===== config.mk =====
export PLATFORM = sky130hd
export DESIGN_NAME = c2p_fifo
export DESIGN_NICKNAME = d
export VERILOG_FILES = /design/src/rtl/c2p_pkg.sv /design/src/rtl/c2p_fifo.sv
export SDC_FILE = /design/constraint.sdc
export NUM_CORES = 1
export LEC_CHECK = 0
export ABC_AREA = 1
export BUFFER_PORTS_ARGS = -buffer_cell sky130_fd_sc_hd__buf_2
export CAP_MARGIN = 30
export CORE_ASPECT_RATIO = 0.7
export CORE_MARGIN = 4
export CORE_UTILIZATION = 60
export DETAILED_ROUTE_END_ITERATION = 6
export PLACE_DENSITY = 0.83
export REMOVE_ABC_BUFFERS = 1
export SYNTH_ARGS = -nofsm -noshare
export SYNTH_HDL_FRONTEND = slang
export SYNTH_SLANG_ARGS = --single-unit
export TNS_END_PERCENT = 30

===== constraint.sdc =====
create_clock -name i_clk -period 3.7 [get_ports i_clk]
set_input_delay 0.37 -clock i_clk [delete_from_list [all_inputs] [get_ports i_clk]]
set_output_delay 0.37 -clock i_clk [all_outputs]
set_load 0.05 [all_outputs]

===== src/rtl/c2p_pkg.sv =====
// Shared types, constants and tables of the Cartesian-to-polar radar unit.
`default_nettype none
package c2p_pkg;

    localparam int DEF_FRAC_BITS  = 16;
    localparam int DEF_ANGLE_ITER = 18;
    localparam int MAX_ITER       = 30;
    localparam int QUEUE_DEPTH    = 4;
    localparam int SQ_STAGES      = 32;
    localparam int DIV_STAGES     = 31;
    localparam int IN_W           = 128;
    localparam int OUT_W          = 88;

    localparam logic signed [33:0] PI_Q30 = 34'sd3373259426;

    typedef struct packed {
        logic [63:0]        sum;
        logic [63:0]        dmag;
        logic               dneg;
        logic signed [31:0] px;
        logic signed [31:0] py;
    } t_qitem;

    // atan(2^-i) in Q2.30
    function automatic logic signed [33:0] atan_q30(input int i);
        logic signed [33:0] v;
        case (i)
            0:  v = 34'sd843314857;
            1:  v = 34'sd497837829;
            2:  v = 34'sd263043837;
            3:  v = 34'sd133525159;
            4:  v = 34'sd67021687;
            5:  v = 34'sd33543516;
            6:  v = 34'sd16775851;
            7:  v = 34'sd8388437;
            8:  v = 34'sd4194283;
            9:  v = 34'sd2097149;
            10: v = 34'sd1048576;
            11: v = 34'sd524288;
            12: v = 34'sd262144;
            13: v = 34'sd131072;
            14: v = 34'sd65536;
            15: v = 34'sd32768;
            16: v = 34'sd16384;
            17: v = 34'sd8192;
            18: v = 34'sd4096;
            19: v = 34'sd2048;
            20: v = 34'sd1024;
            21: v = 34'sd512;
            22: v = 34'sd256;
            23: v = 34'sd128;
            24: v = 34'sd64;
            25: v = 34'sd32;
            26: v = 34'sd16;
            27: v = 34'sd8;
            28: v = 34'sd4;
            29: v = 34'sd2;
            default: v = 34'sd0;
        endcase
        return v;
    endfunction

endpackage
`default_nettype wire


===== src/rtl/c2p_fifo.sv =====
// Short item queue between front end and back end.
`default_nettype none
module c2p_fifo #(
    parameter int WIDTH = 8,
    parameter int DEPTH = c2p_pkg::QUEUE_DEPTH
) (
    input  wire logic             i_clk,
    input  wire logic             i_rst_n,
    input  wire logic             i_push,
    input  wire logic [WIDTH-1:0] i_data,
    output logic                  o_full,
    input  wire logic             i_pop,
    output logic                  o_empty,
    output logic [WIDTH-1:0]      o_data
);
    import c2p_pkg::*;

    localparam int PW = (DEPTH > 1) ? $clog2(DEPTH) : 1;
    localparam int CW = $clog2(DEPTH + 1);

    logic [WIDTH-1:0] r_mem [DEPTH];
    logic [PW-1:0]    r_wp, r_rp;
    logic [CW-1:0]    r_cnt;

    assign o_full  = r_cnt == CW'(DEPTH);
    assign o_empty = r_cnt == '0;
    assign o_data  = r_mem[r_rp];

    always_ff @(posedge i_clk) begin
        if (!i_rst_n) begin
            r_wp  <= '0;
            r_rp  <= '0;
            r_cnt <= '0;
        end else begin
            if (i_push) r_wp <= (r_wp == PW'(DEPTH - 1)) ? '0 : r_wp + 1'b1;
            if (i_pop)  r_rp <= (r_rp == PW'(DEPTH - 1)) ? '0 : r_rp + 1'b1;
            if (i_push && !i_pop)      r_cnt <= r_cnt + 1'b1;
            else if (!i_push && i_pop) r_cnt <= r_cnt - 1'b1;
        end
    end

    always_ff @(posedge i_clk) begin
        if (i_push) r_mem[r_wp] <= i_data;
    end

`ifndef NO_ASSERTIONS
    a_no_overrun: assert property (@(posedge i_clk) disable iff (!i_rst_n)
        i_push |-> !o_full) else $error("push into full queue");
    a_no_underrun: assert property (@(posedge i_clk) disable iff (!i_rst_n)
        i_pop |-> !o_empty) else $error("pop from empty queue");
    a_cnt_range: assert property (@(posedge i_clk) disable iff (!i_rst_n)
        r_cnt <= CW'(DEPTH)) else $error("queue count out of range");
`endif

endmodule
`default_nettype wire


==> results.tsv, run 1 <==
stage	metric	value	unit
run_status	status	complete, no violations	
grt	largest net degree at the start of global routing	18	
setup_path	worst-path fanout max	17	
die	I/O pin count	22	
die	die height	51.9	um
pwr	Leakage Power	0.000750	uW
min_path	Hold Crit Class	in2reg	
cells_and_area	layout cell share with drive strength beyond 1	19.1	%
logic_synthesis	Cell variety after synth	19	
clock_tree	worst-skew pair later-pin latency	0.28	ns
clock_tree	CTS tree	done	
logic_synthesis	Synth Cell Area	1650	sq um
setup_path	Crit path depth	4	
pwr	pwr dens	523	nW/um^2
sta	unrepaired setup endpoints after global routing	false	
setup_path	reg2reg start	r_wp[0]$_SDFFE_PN0P_	
route	highest metal used	met4	
setup_path	crit end category	output pin	
logic_synthesis	sequential element share of the synthesized area	69.1	%
grt	initial antenna violation count	0	
pwr	Worst VDD drop	0.335	mV
setup_path	Crit path buffers/inverters	2	
die	starting density of the core	64.7	%
cells_and_area	Layout Nets	180	
sta	Max Freq	467	MHz
route	1st-iter DRT viols	76	
sta	setup_tns	0	ns
route	WL met2	1570	um
setup_path	setup slack, reg-to-reg	2.40	ns
logic_synthesis	area leader, netlist	edfxtp_1	
route	DRT Wirelength	3060	um
setup_path	Critical Path AT	1.77	ns
cells_and_area	n_diodes	0	
route	WL met1	1240	um
clock_tree	CTS hold repair buffers	0	
setup_path	WP data required	3.33	ns
setup_path	Max stage delay on crit path	0.66	ns
clock_tree	Root Buffer	clkbuf_8	
run	MaxCap Viol Count	0	
setup_path	worst setup path end	o_data[7]	
logic_synthesis	Syn Area/Cell	12.2	sq um
sta	fin crit period	2.14	ns
route	final antenna-violating net count	0	
setup_path	R2R Path End	r_mem[3][7]$_DFFE_PP_	
sta	worst-case clock skew	0.00474	ns
place	RePlAce Congestion	0.728	
logic_synthesis	Synth warnings	0	
sta	Worst Max-Slew Pin Slew	0.533	ns
route	drt wl/cell	15.6	um
grt	vias in the first global route	1100	
sta	final setup fails	0	
clock_tree	Setup Fix Bufs, Post-CTS	0	
route	DR vias/cell	5.41	
clock_tree	post-CTS resize count	0	
clock_tree	Inserted Clock Buffers	5	
logic_synthesis	Gate Count Post-Synth	135	
die	core footprint	2550	sq um
setup_path	kind of critical path	reg2out	
sta	Final Hold Violating Endpoints	0	
die	die area	3670	sq um
place	DP HPWL	2190	um
die	Rows	15	
route	DR vias	1061	
route	DR WL met3	206	um
grt	global-route wire length before repair	5080	um
setup_path	Reg2Reg Depth	3	
grt	GRT Util Overall	19.0	%
setup_path	master of the slowest instance on the critical path	dfxtp_1	
route	post-route DRC violation count	0	
sta	crit share post-route	57.9	%
cells_and_area	synth-to-layout area growth	12.4	%
setup_path	worst path cell trace	inv_2 > o21ai_0 > o22ai_1 > buf_2	
place	# port buffers	21	
logic_synthesis	share of the synthesized area in the top cell type	58.2	%
route	Pre-Repair DR Iteration Count	4	
grt	GR Overflow Total	0	
die	Die Width	70.7	um
setup_path	startpoint types	flip-flop	
clock_tree	CTS Sinks	41	
setup_path	family with the most delay on the worst path	flip-flops	
clock_tree	CTS clk-pin slew, worst paths	0.07	ns
logic_synthesis	top post-synthesis cells by area	edfxtp_1 58%, dfxtp_1 11%, nor2_1 5.0%, ha_1 4.5%, o21ai_0 4.5%	
clock_tree	H-tree levels	2	
logic_synthesis	number of synthesized register bits	41	
sta	Slew Limit Fails	0	
pwr	Pwr Total	971	uW
clock_tree	clk buf depth	2	
sta	max_slew headroom	64.4	%
## worst min path at each step
| stage | start | endpoint | slack (ns) | cells past startpoint |
|---|---|---|---|---|
| CTS | i_data[4] | r_mem[3][4]$_DFFE_PP_ | 0.30 | 1 |
| detailed placement | r_wp[1]$_SDFFE_PN0P_ | r_wp[1]$_SDFFE_PN0P_ | 0.54 | 2 |
| global route | i_data[0] | r_mem[2][0]$_DFFE_PP_ | 0.30 | 1 |
| finish | i_data[4] | r_mem[3][4]$_DFFE_PP_ | 0.30 | 1 |
| floorplan | i_data[0] | r_mem[0][0]$_DFFE_PP_ | 0.47 | 0 |
| global placement | r_wp[1]$_SDFFE_PN0P_ | r_wp[1]$_SDFFE_PN0P_ | 0.51 | 2 |
## cells by family (layout without fill, tap and decap cells)
logic type	after synthesis	in the layout	share of synthesized area (%)
and+or+nand+nor	38	38	9.47
adders and majority gates	7	7	5.76
DFF	41	41	69.1
buffers and inverters	18	45	5.00
xor gates and xnor gates	1	1	0.530
AOI/OAI and AO/OA	30	30	10.2
## worst register-to-register path, stage by stage (launching register included)
cell and delay, ns:
dfxtp_1 0.40, ha_1 0.20, nand2_1 0.06, inv_1 0.30
## cells in the final DEF (no fill, tap or decap)
master,Yosys,layout
edfxtp_1,32,32
nor2_1,22,22
buf_2,0,21
inv_1,15,15
o21ai_0,15,15
dfxtp_1,9,9
o22ai_1,8,8
nand2_1,8,8
ha_1,6,6
clkbuf_8,0,5
nor3_1,4,4
a21oi_1,3,3
o21ai_1,2,2
o21ai_2,2,2
nor2_2,2,2
clkbuf_1,0,2
inv_2,1,1
xor2_1,1,1
nand3_1,1,1
nand4_1,1,1
fa_1,1,1
clkinv_1,0,1
## cell usage after synthesis
cell type and instances:
o21ai_0 15, inv_1 15, buf_6 2, nand3_1 1, nand2_1 8, o21ai_2 2
edfxtp_1 32, o22ai_1 8, fa_1 1, inv_2 1, nand4_1 1, dfxtp_1 9
nor2_1 22, xor2_1 1, a21oi_1 3, o21ai_1 2, nor3_1 4, ha_1 6
nor2_2 2
## sequential cells by signal, summed over array words and instances (netlist names), named ones only
name   flops
r_mem     32
r_cnt      3
r_rp       2
r_wp       2
## layer usage
metal,track usage [%],vias to the layer above
met5,0,-
met4,6.56,0
met3,5.60,7
met2,34.6,39
met1,21.6,494
li1,-,521
## power by group
part | total, uW | switching, uW | internal, uW
Sequential | 541 | 18.8 | 522
Combinational | 166 | 122 | 43.4
Clock | 264 | 133 | 131
Total | 971 | 274 | 697
## cell type report
cell class / count / area, sq um
clock inverter: 1 / 3.75
timing repair buffer: 21 / 105
sequential: 41 / 1140
multi-input combinational: 76 / 428
tap: 34 / 42.5
clock buffer: 7 / 76.3
fill: 184 / 696
inverter: 16 / 60.1
## per-stage QoR
stage                     instance area, sq um  setup WS, ns  std cells  util (%)  hold WS [ns]
after floorplan                           1630          1.82        133         -         0.469
after global placement                    1780          1.95        188      69.6         0.505
after detailed placement                  1780          1.87        188      69.6         0.538
after CTS                                 1860          1.56        196      72.7         0.301
after global routing                      1860          1.39        196      72.7         0.303
final                                     1860          1.56        196      72.7         0.304
Power figures use the tool's default switching activity.
==> inputs of run 2 (changes only) <==
CORE_UTILIZATION = 50   (was 60)
PLACE_DENSITY = 0.73   (was 0.83)
clock period = 1.8 ns   (was 3.7 ns; I/O delays follow)
==> results.tsv, run 2 (synthesis results as in run 1) <==
stage	metric	value	unit	change
setup_path	Reg2Reg Depth	3		unchanged
setup_path	crit end category	output pin		
pwr	pwr dens	1090	nW/um^2	+110%
die	Die Width	76.7	um	+8.5%
route	drt wl/cell	14.3	um	-8.6%
clock_tree	CTS clk-pin slew, worst paths	0.07	ns	about the same
cells_and_area	fin util	59.5	%	-13 points
setup_path	Max stage delay on crit path	0.39	ns	-0.27 ns
die	Rows	17		+2
pwr	Comb power frac	16.8	%	-0.3 points
pwr	reported net switching power	576	uW	+110%
clock_tree	CTS hold repair buffers	0		unchanged
clock_tree	clk buf depth	2		unchanged
sta	crit share post-route	95.0	%	
cells_and_area	layout cell share with drive strength beyond 1	21.5	%	+2.3 points
clock_tree	H-tree levels	2		unchanged
route	DR vias/cell	5.18		-4.3%
setup_path	master of the slowest instance on the critical path	dfxtp_1		
cells_and_area	max FFs per register	32		unchanged
cells_and_area	Post-Layout Cell Count	201		+2.6%
setup_path	kind of critical path	reg2out		
cells_and_area	fin area	1880	sq um	+1.5%
place	RePlAce Congestion	0.759		+4.2%
clock_tree	Inserted Clock Buffers	5		unchanged
clock_tree	Setup Fix Bufs, Post-CTS	0		unchanged
setup_path	Critical Path AT	1.53	ns	-0.24 ns
grt	global-route wire length before repair	4770	um	-6.0%
sta	max_slew headroom	75.1	%	+11 points
route	Pre-Repair DR Iteration Count	4		unchanged
setup_path	startpoint types	flip-flop		
die	starting density of the core	52.1	%	-13 points
grt	GRT Util Overall	15.0	%	-4.0 points
clock_tree	CTS tree	done		
route	DR vias	1041		-1.9%
setup_path	setup slack, reg-to-reg	0.51	ns	-1.89 ns
route	post-route DRC violation count	0		unchanged
die	I/O pin count	22		unchanged
run_status	status	complete, no violations		
sta	Slew Limit Fails	0		unchanged
pwr	internal power	1470	uW	+110%
pwr	Worst VDD drop	0.419	mV	+25%
pwr	sequential share of power	54.2	%	-1.5 points
setup_path	reg2reg start	r_wp[0]$_SDFFE_PN0P_		
sta	Final Hold Violating Endpoints	0		unchanged
clock_tree	worst-skew pair later-pin latency	0.29	ns	about the same
cells_and_area	Top reg by flops	r_mem		
die	die area	4300	sq um	+17%
cells_and_area	most frequent cells in the layout	32 x edfxtp_1, 22 x nor2_1, 20 x buf_2		
setup_path	worst setup path end	o_data[4]		
route	final antenna-violating net count	0		unchanged
grt	largest net degree at the start of global routing	17		-1
setup_path	WP data required	1.62	ns	-1.71 ns
grt	vias in the first global route	1030		-6.4%
clock_tree	CTS Sinks	41		unchanged
sta	worst-case clock skew	0.00253	ns	-0.00221 ns
cells_and_area	n_diodes	0		unchanged
grt	GR Overflow Total	0		unchanged
pwr	Pwr Total	2050	uW	+110%
sta	Max Freq	585	MHz	
sta	fin crit period	1.71	ns	
place	# port buffers	21		unchanged
cells_and_area	Layout Nets	181		+0.56%
sta	Worst Max-Slew Pin Slew	0.374	ns	-0.159 ns
clock_tree	Root Buffer	clkbuf_8		
run	MaxCap Viol Count	0		unchanged
sta	unrepaired setup endpoints after global routing	false		
die	core footprint	3170	sq um	+24%
pwr	Sw Ratio	28.2	%	-0.084 points
cells_and_area	Largest regs	r_mem: 32 flops, r_cnt: 3 flops		
min_path	Hold Crit Class	in2reg		
pwr	Leakage Power	0.000765	uW	+2.0%
setup_path	worst-path fanout max	9		-8
sta	final setup fails	0		unchanged
setup_path	R2R Path End	r_mem[3][2]$_DFFE_PP_		
cells_and_area	commonest non-fill, non-tap cell in the layout	edfxtp_1		
pwr	part of the power in the clock network	29.0	%	+1.8 points
grt	initial antenna violation count	0		unchanged
route	1st-iter DRT viols	84		+11%
cells_and_area	synth-to-layout area growth	14.1	%	
die	die height	56.1	um	+8.1%
place	DP HPWL	2090	um	-4.7%
setup_path	worst path cell trace	inv_1 > o21ai_0 > o22ai_1 > buf_2		
place	placed cells	193		+2.7%
place	Area after DPL	1790	sq um	+0.70%
route	DRT Wirelength	2870	um	-6.2%
sta	setup_tns	0	ns	unchanged
-- run 2: cell types whose count changed in the layout (fill, tap and decap cells not counted), sizes merged --
cell / previous run / this run
clkinv: 1 / 2
-- run 2: how the worst min path moves through the flow --
stage	start	to	slack (ns)	cells after the start
after floorplan	i_data[0]	r_mem[0][0]$_DFFE_PP_	0.28	0
after global placement	i_data[4]	r_mem[3][4]$_DFFE_PP_	0.39	1
after detailed placement	i_data[6]	r_mem[1][6]$_DFFE_PP_	0.40	1
after CTS	i_data[6]	r_mem[1][6]$_DFFE_PP_	0.09	1
after global routing	i_data[5]	r_mem[0][5]$_DFFE_PP_	0.1	1
final	i_data[6]	r_mem[2][6]$_DFFE_PP_	0.1	1
-- run 2: layout make-up --
cell class | count | area [sq um]
clock inverters | 2 | 8.76
clock buffers | 6 | 82.6
flip-flops and latches | 41 | 1140
fillers | 255 | 1280
repair buffers | 22 | 115
inverters | 16 | 60.1
multi-input cells | 76 | 428
well taps | 38 | 47.5
-- run 2: timing repair --
action                                  in CTS  in global routing
endpoints found under the setup margin       0                  1
endpoints found under the hold margin        0                  0
resized for setup                            0                  2
-- run 2: critical path, delay by kind of cell (launching register included) --
family | cells | cell delay (ns)
buffers and inverters | 2 | 0.56
flip-flops | 1 | 0.39
AO/OA/AOI/OAI | 2 | 0.29
-- run 2: metrics by stage --
stage / hold WS [ns] / setup slack (ns)
after floorplan: 0.279 / 0.109
after global placement: 0.393 / 0.405
after detailed placement: 0.398 / 0.351
after CTS: 0.0918 / 0.0835
after global routing: 0.0958 / 0.000156
final: 0.0968 / 0.0897
-- run 2: metal layers --
metal	vias to the layer above	global-route usage (%)	routed length, um
met4	0	6.98	55
met1	495	17.8	1340
li1	521	-	-
met2	19	23.8	1330
met5	-	0	0
met3	6	6.31	147
-- run 2: power by group through the flow --
stage	Combinational, uW	Clock (uW)	Sequential (uW)
6_report	343	593	1110
5_1_grt	376	660	1120
4_1_cts	345	607	1110
3_5_place_dp	345	0	1130
3_3_place_gp	335	0	1130
2_1_floorplan	253	0	1120
==> inputs of run 3 (changes only) <==
BUFFER_PORTS_ARGS = default   (was -buffer_cell sky130_fd_sc_hd__buf_2)
CORE_UTILIZATION = 55   (was 50)
DONT_BUFFER_PORTS = 1   (was default)
PLACE_DENSITY = 0.69   (was 0.73)
==> results.tsv, run 3 (synthesis results as in run 1) <==
stage	metric	value	unit	change
place	# port buffers	0		-100%
route	DR WL met3	176	um	+20%
grt	largest net degree at the start of global routing	17		unchanged
setup_path	startpoint types	flip-flop		
sta	Max Freq	610	MHz	+4.4%
pwr	reported net switching power	594	uW	+3.1%
pwr	sequential share of power	50.5	%	-3.7 points
route	WL met1	1330	um	-0.67%
sta	Final Hold Violating Endpoints	0		unchanged
sta	final setup fails	0		unchanged
die	Die Width	73.5	um	-4.2%
cells_and_area	synth-to-layout area growth	18.6	%	
die	die height	53.8	um	-4.0%
clock_tree	CTS tree	done		
cells_and_area	max FFs per register	32		unchanged
grt	GRT Util Overall	17.3	%	+2.3 points
setup_path	WP data required	1.62	ns	about the same
clock_tree	worst-skew pair later-pin latency	0.29	ns	about the same
cells_and_area	layout cell share with drive strength beyond 1	14.9	%	-6.6 points
run	MaxCap Viol Count	0		unchanged
place	RePlAce Congestion	0.812		+7.0%
pwr	Sw Ratio	27.1	%	-1.1 points
cells_and_area	n_diodes	0		unchanged
route	post-route DRC violation count	0		unchanged
sta	Slew Limit Fails	0		unchanged
place	DP HPWL	2160	um	+3.8%
pwr	internal power	1600	uW	+8.8%
sta	max_slew headroom	74.1	%	-0.97 points
route	WL met2	1480	um	+12%
route	Pre-Repair DR Iteration Count	4		unchanged
sta	worst-case clock skew	0.00306	ns	+0.000528 ns
die	core footprint	2840	sq um	-10%
pwr	Leakage Power	0.000770	uW	+0.60%
grt	global-route wire length before repair	4750	um	-0.42%
route	DRT Wirelength	3070	um	+6.7%
die	die area	3960	sq um	-8.0%
sta	setup_tns	0	ns	unchanged
cells_and_area	Largest regs	r_mem: 32 flops, r_cnt: 3 flops		
min_path	Hold Crit Class	in2reg		
clock_tree	Setup Fix Bufs, Post-CTS	0		unchanged
setup_path	worst-path fanout max	9		unchanged
cells_and_area	most frequent cells in the layout	32 x edfxtp_1, 22 x nor2_1, 15 x inv_1, 15 x o21ai_0, 11 x buf_4		
grt	vias in the first global route	993		-3.6%
min_path	hold path depth	2		+1
clock_tree	H-tree levels	2		unchanged
die	I/O pin count	22		unchanged
pwr	Comb power frac	17.0	%	+0.2 points
route	DR vias/cell	5.42		+4.6%
pwr	Worst VDD drop	1.04	mV	+150%
die	starting density of the core	58.1	%	+6.0 points
clock_tree	clk buf depth	2		unchanged
cells_and_area	Layout Nets	179		-1.1%
cells_and_area	Top reg by flops	r_mem		
die	Rows	16		-1
sta	fin crit period	1.64	ns	-0.0717 ns
min_path	Hold Startpoint	i_rst_n		
sta	crit share post-route	91.0	%	-4.0 points
cells_and_area	commonest non-fill, non-tap cell in the layout	edfxtp_1		
clock_tree	Inserted Clock Buffers	5		unchanged
setup_path	Critical Path AT	1.46	ns	-0.07 ns
clock_tree	CTS clk-pin slew, worst paths	0.07	ns	about the same
setup_path	Reg2Reg Depth	4		+1
route	final antenna-violating net count	0		unchanged
pwr	pwr dens	1120	nW/um^2	+3.2%
run_status	status	complete, no violations		
setup_path	crit end category	output pin		
min_path	Hold Path Sink	r_cnt[1]$_SDFFE_PN0P_		
route	drt wl/cell	15.6	um	+8.8%
pwr	part of the power in the clock network	32.5	%	+3.5 points
setup_path	kind of critical path	reg2out		
setup_path	reg2reg start	r_wp[0]$_SDFFE_PN0P_		
cells_and_area	fin area	1960	sq um	+3.9%
sta	Worst Max-Slew Pin Slew	0.388	ns	+0.0145 ns
route	1st-iter DRT viols	52		-38%
setup_path	setup slack, reg-to-reg	0.49	ns	-0.02 ns
grt	GR Overflow Total	0		unchanged
route	highest metal used	met4		
clock_tree	Root Buffer	clkbuf_8		
clock_tree	CTS Sinks	41		unchanged
sta	unrepaired setup endpoints after global routing	false		
place	Area after DPL	1760	sq um	-1.8%
setup_path	R2R Path End	r_mem[0][4]$_DFFE_PP_		
cells_and_area	fin util	68.9	%	+9.4 points
grt	initial antenna violation count	0		unchanged
route	DR vias	1067		+2.5%
[run 3: power groups by stage]
stage / sequential, uW / combinational (uW) / clock, uW
floorplan: 1120 / 253 / 0
global placement: 1130 / 338 / 0
detailed placement: 1130 / 351 / 0
CTS: 1110 / 375 / 726
global route: 1110 / 401 / 772
finish: 1110 / 373 / 712
[run 3: area by class of cell]
| cell class | count | area (sq um) |
|---|---|---|
| inverter | 16 | 60.1 |
| clock buffer | 5 | 68.8 |
| multi-input combinational | 76 | 428 |
| clock inverter | 3 | 41.3 |
| tap | 36 | 45.0 |
| fill | 203 | 885 |
| timing repair buffer | 20 | 173 |
| sequential | 41 | 1140 |
[run 3: repair_timing]
action | 4_1_cts | 5_1_grt
resized for setup | 0 | 1
hold buffers | 9 | 0
setup endpoints to repair | 0 | 1
endpoints found under the hold margin | 33 | 0
[run 3: layer usage]
metal,vias to the layer above,track usage [%]
li1,520,-
met1,508,22.0
met2,31,25.9
met3,8,6.72
met4,0,9.04
met5,-,0
[run 3: worst max path at each step]
stage,from,endpoint,slack (ns)
2_1_floorplan,flip-flop,o_data[0],0.11
3_3_place_gp,flip-flop,o_data[0],0.45
3_5_place_dp,i_pop,r_cnt[2]$_SDFFE_PN0P_,0.41
4_1_cts,flip-flop,o_data[1],0.08
5_1_grt,flip-flop,o_data[1],0.07
6_report,flip-flop,o_data[1],0.16
[run 3: worst max-delay path, cell delays in order (launching register included)]
cell and delay (ns):
dfxtp_1 0.39, inv_1 0.25, o21ai_0 0.14, o22ai_1 0.16, buf_4 0.23
[run 3: stage by stage]
step	hold WS (ns)	cells	power, uW	setup WS, ns
after CTS	0.00563	197	2210	0.0804
after floorplan	0.279	133	1370	0.109
after detailed placement	0.279	180	1480	0.409
after global placement	0.279	180	1460	0.448
after global routing	0.00504	197	2290	0.0685
final	0.0179	197	2190	0.161
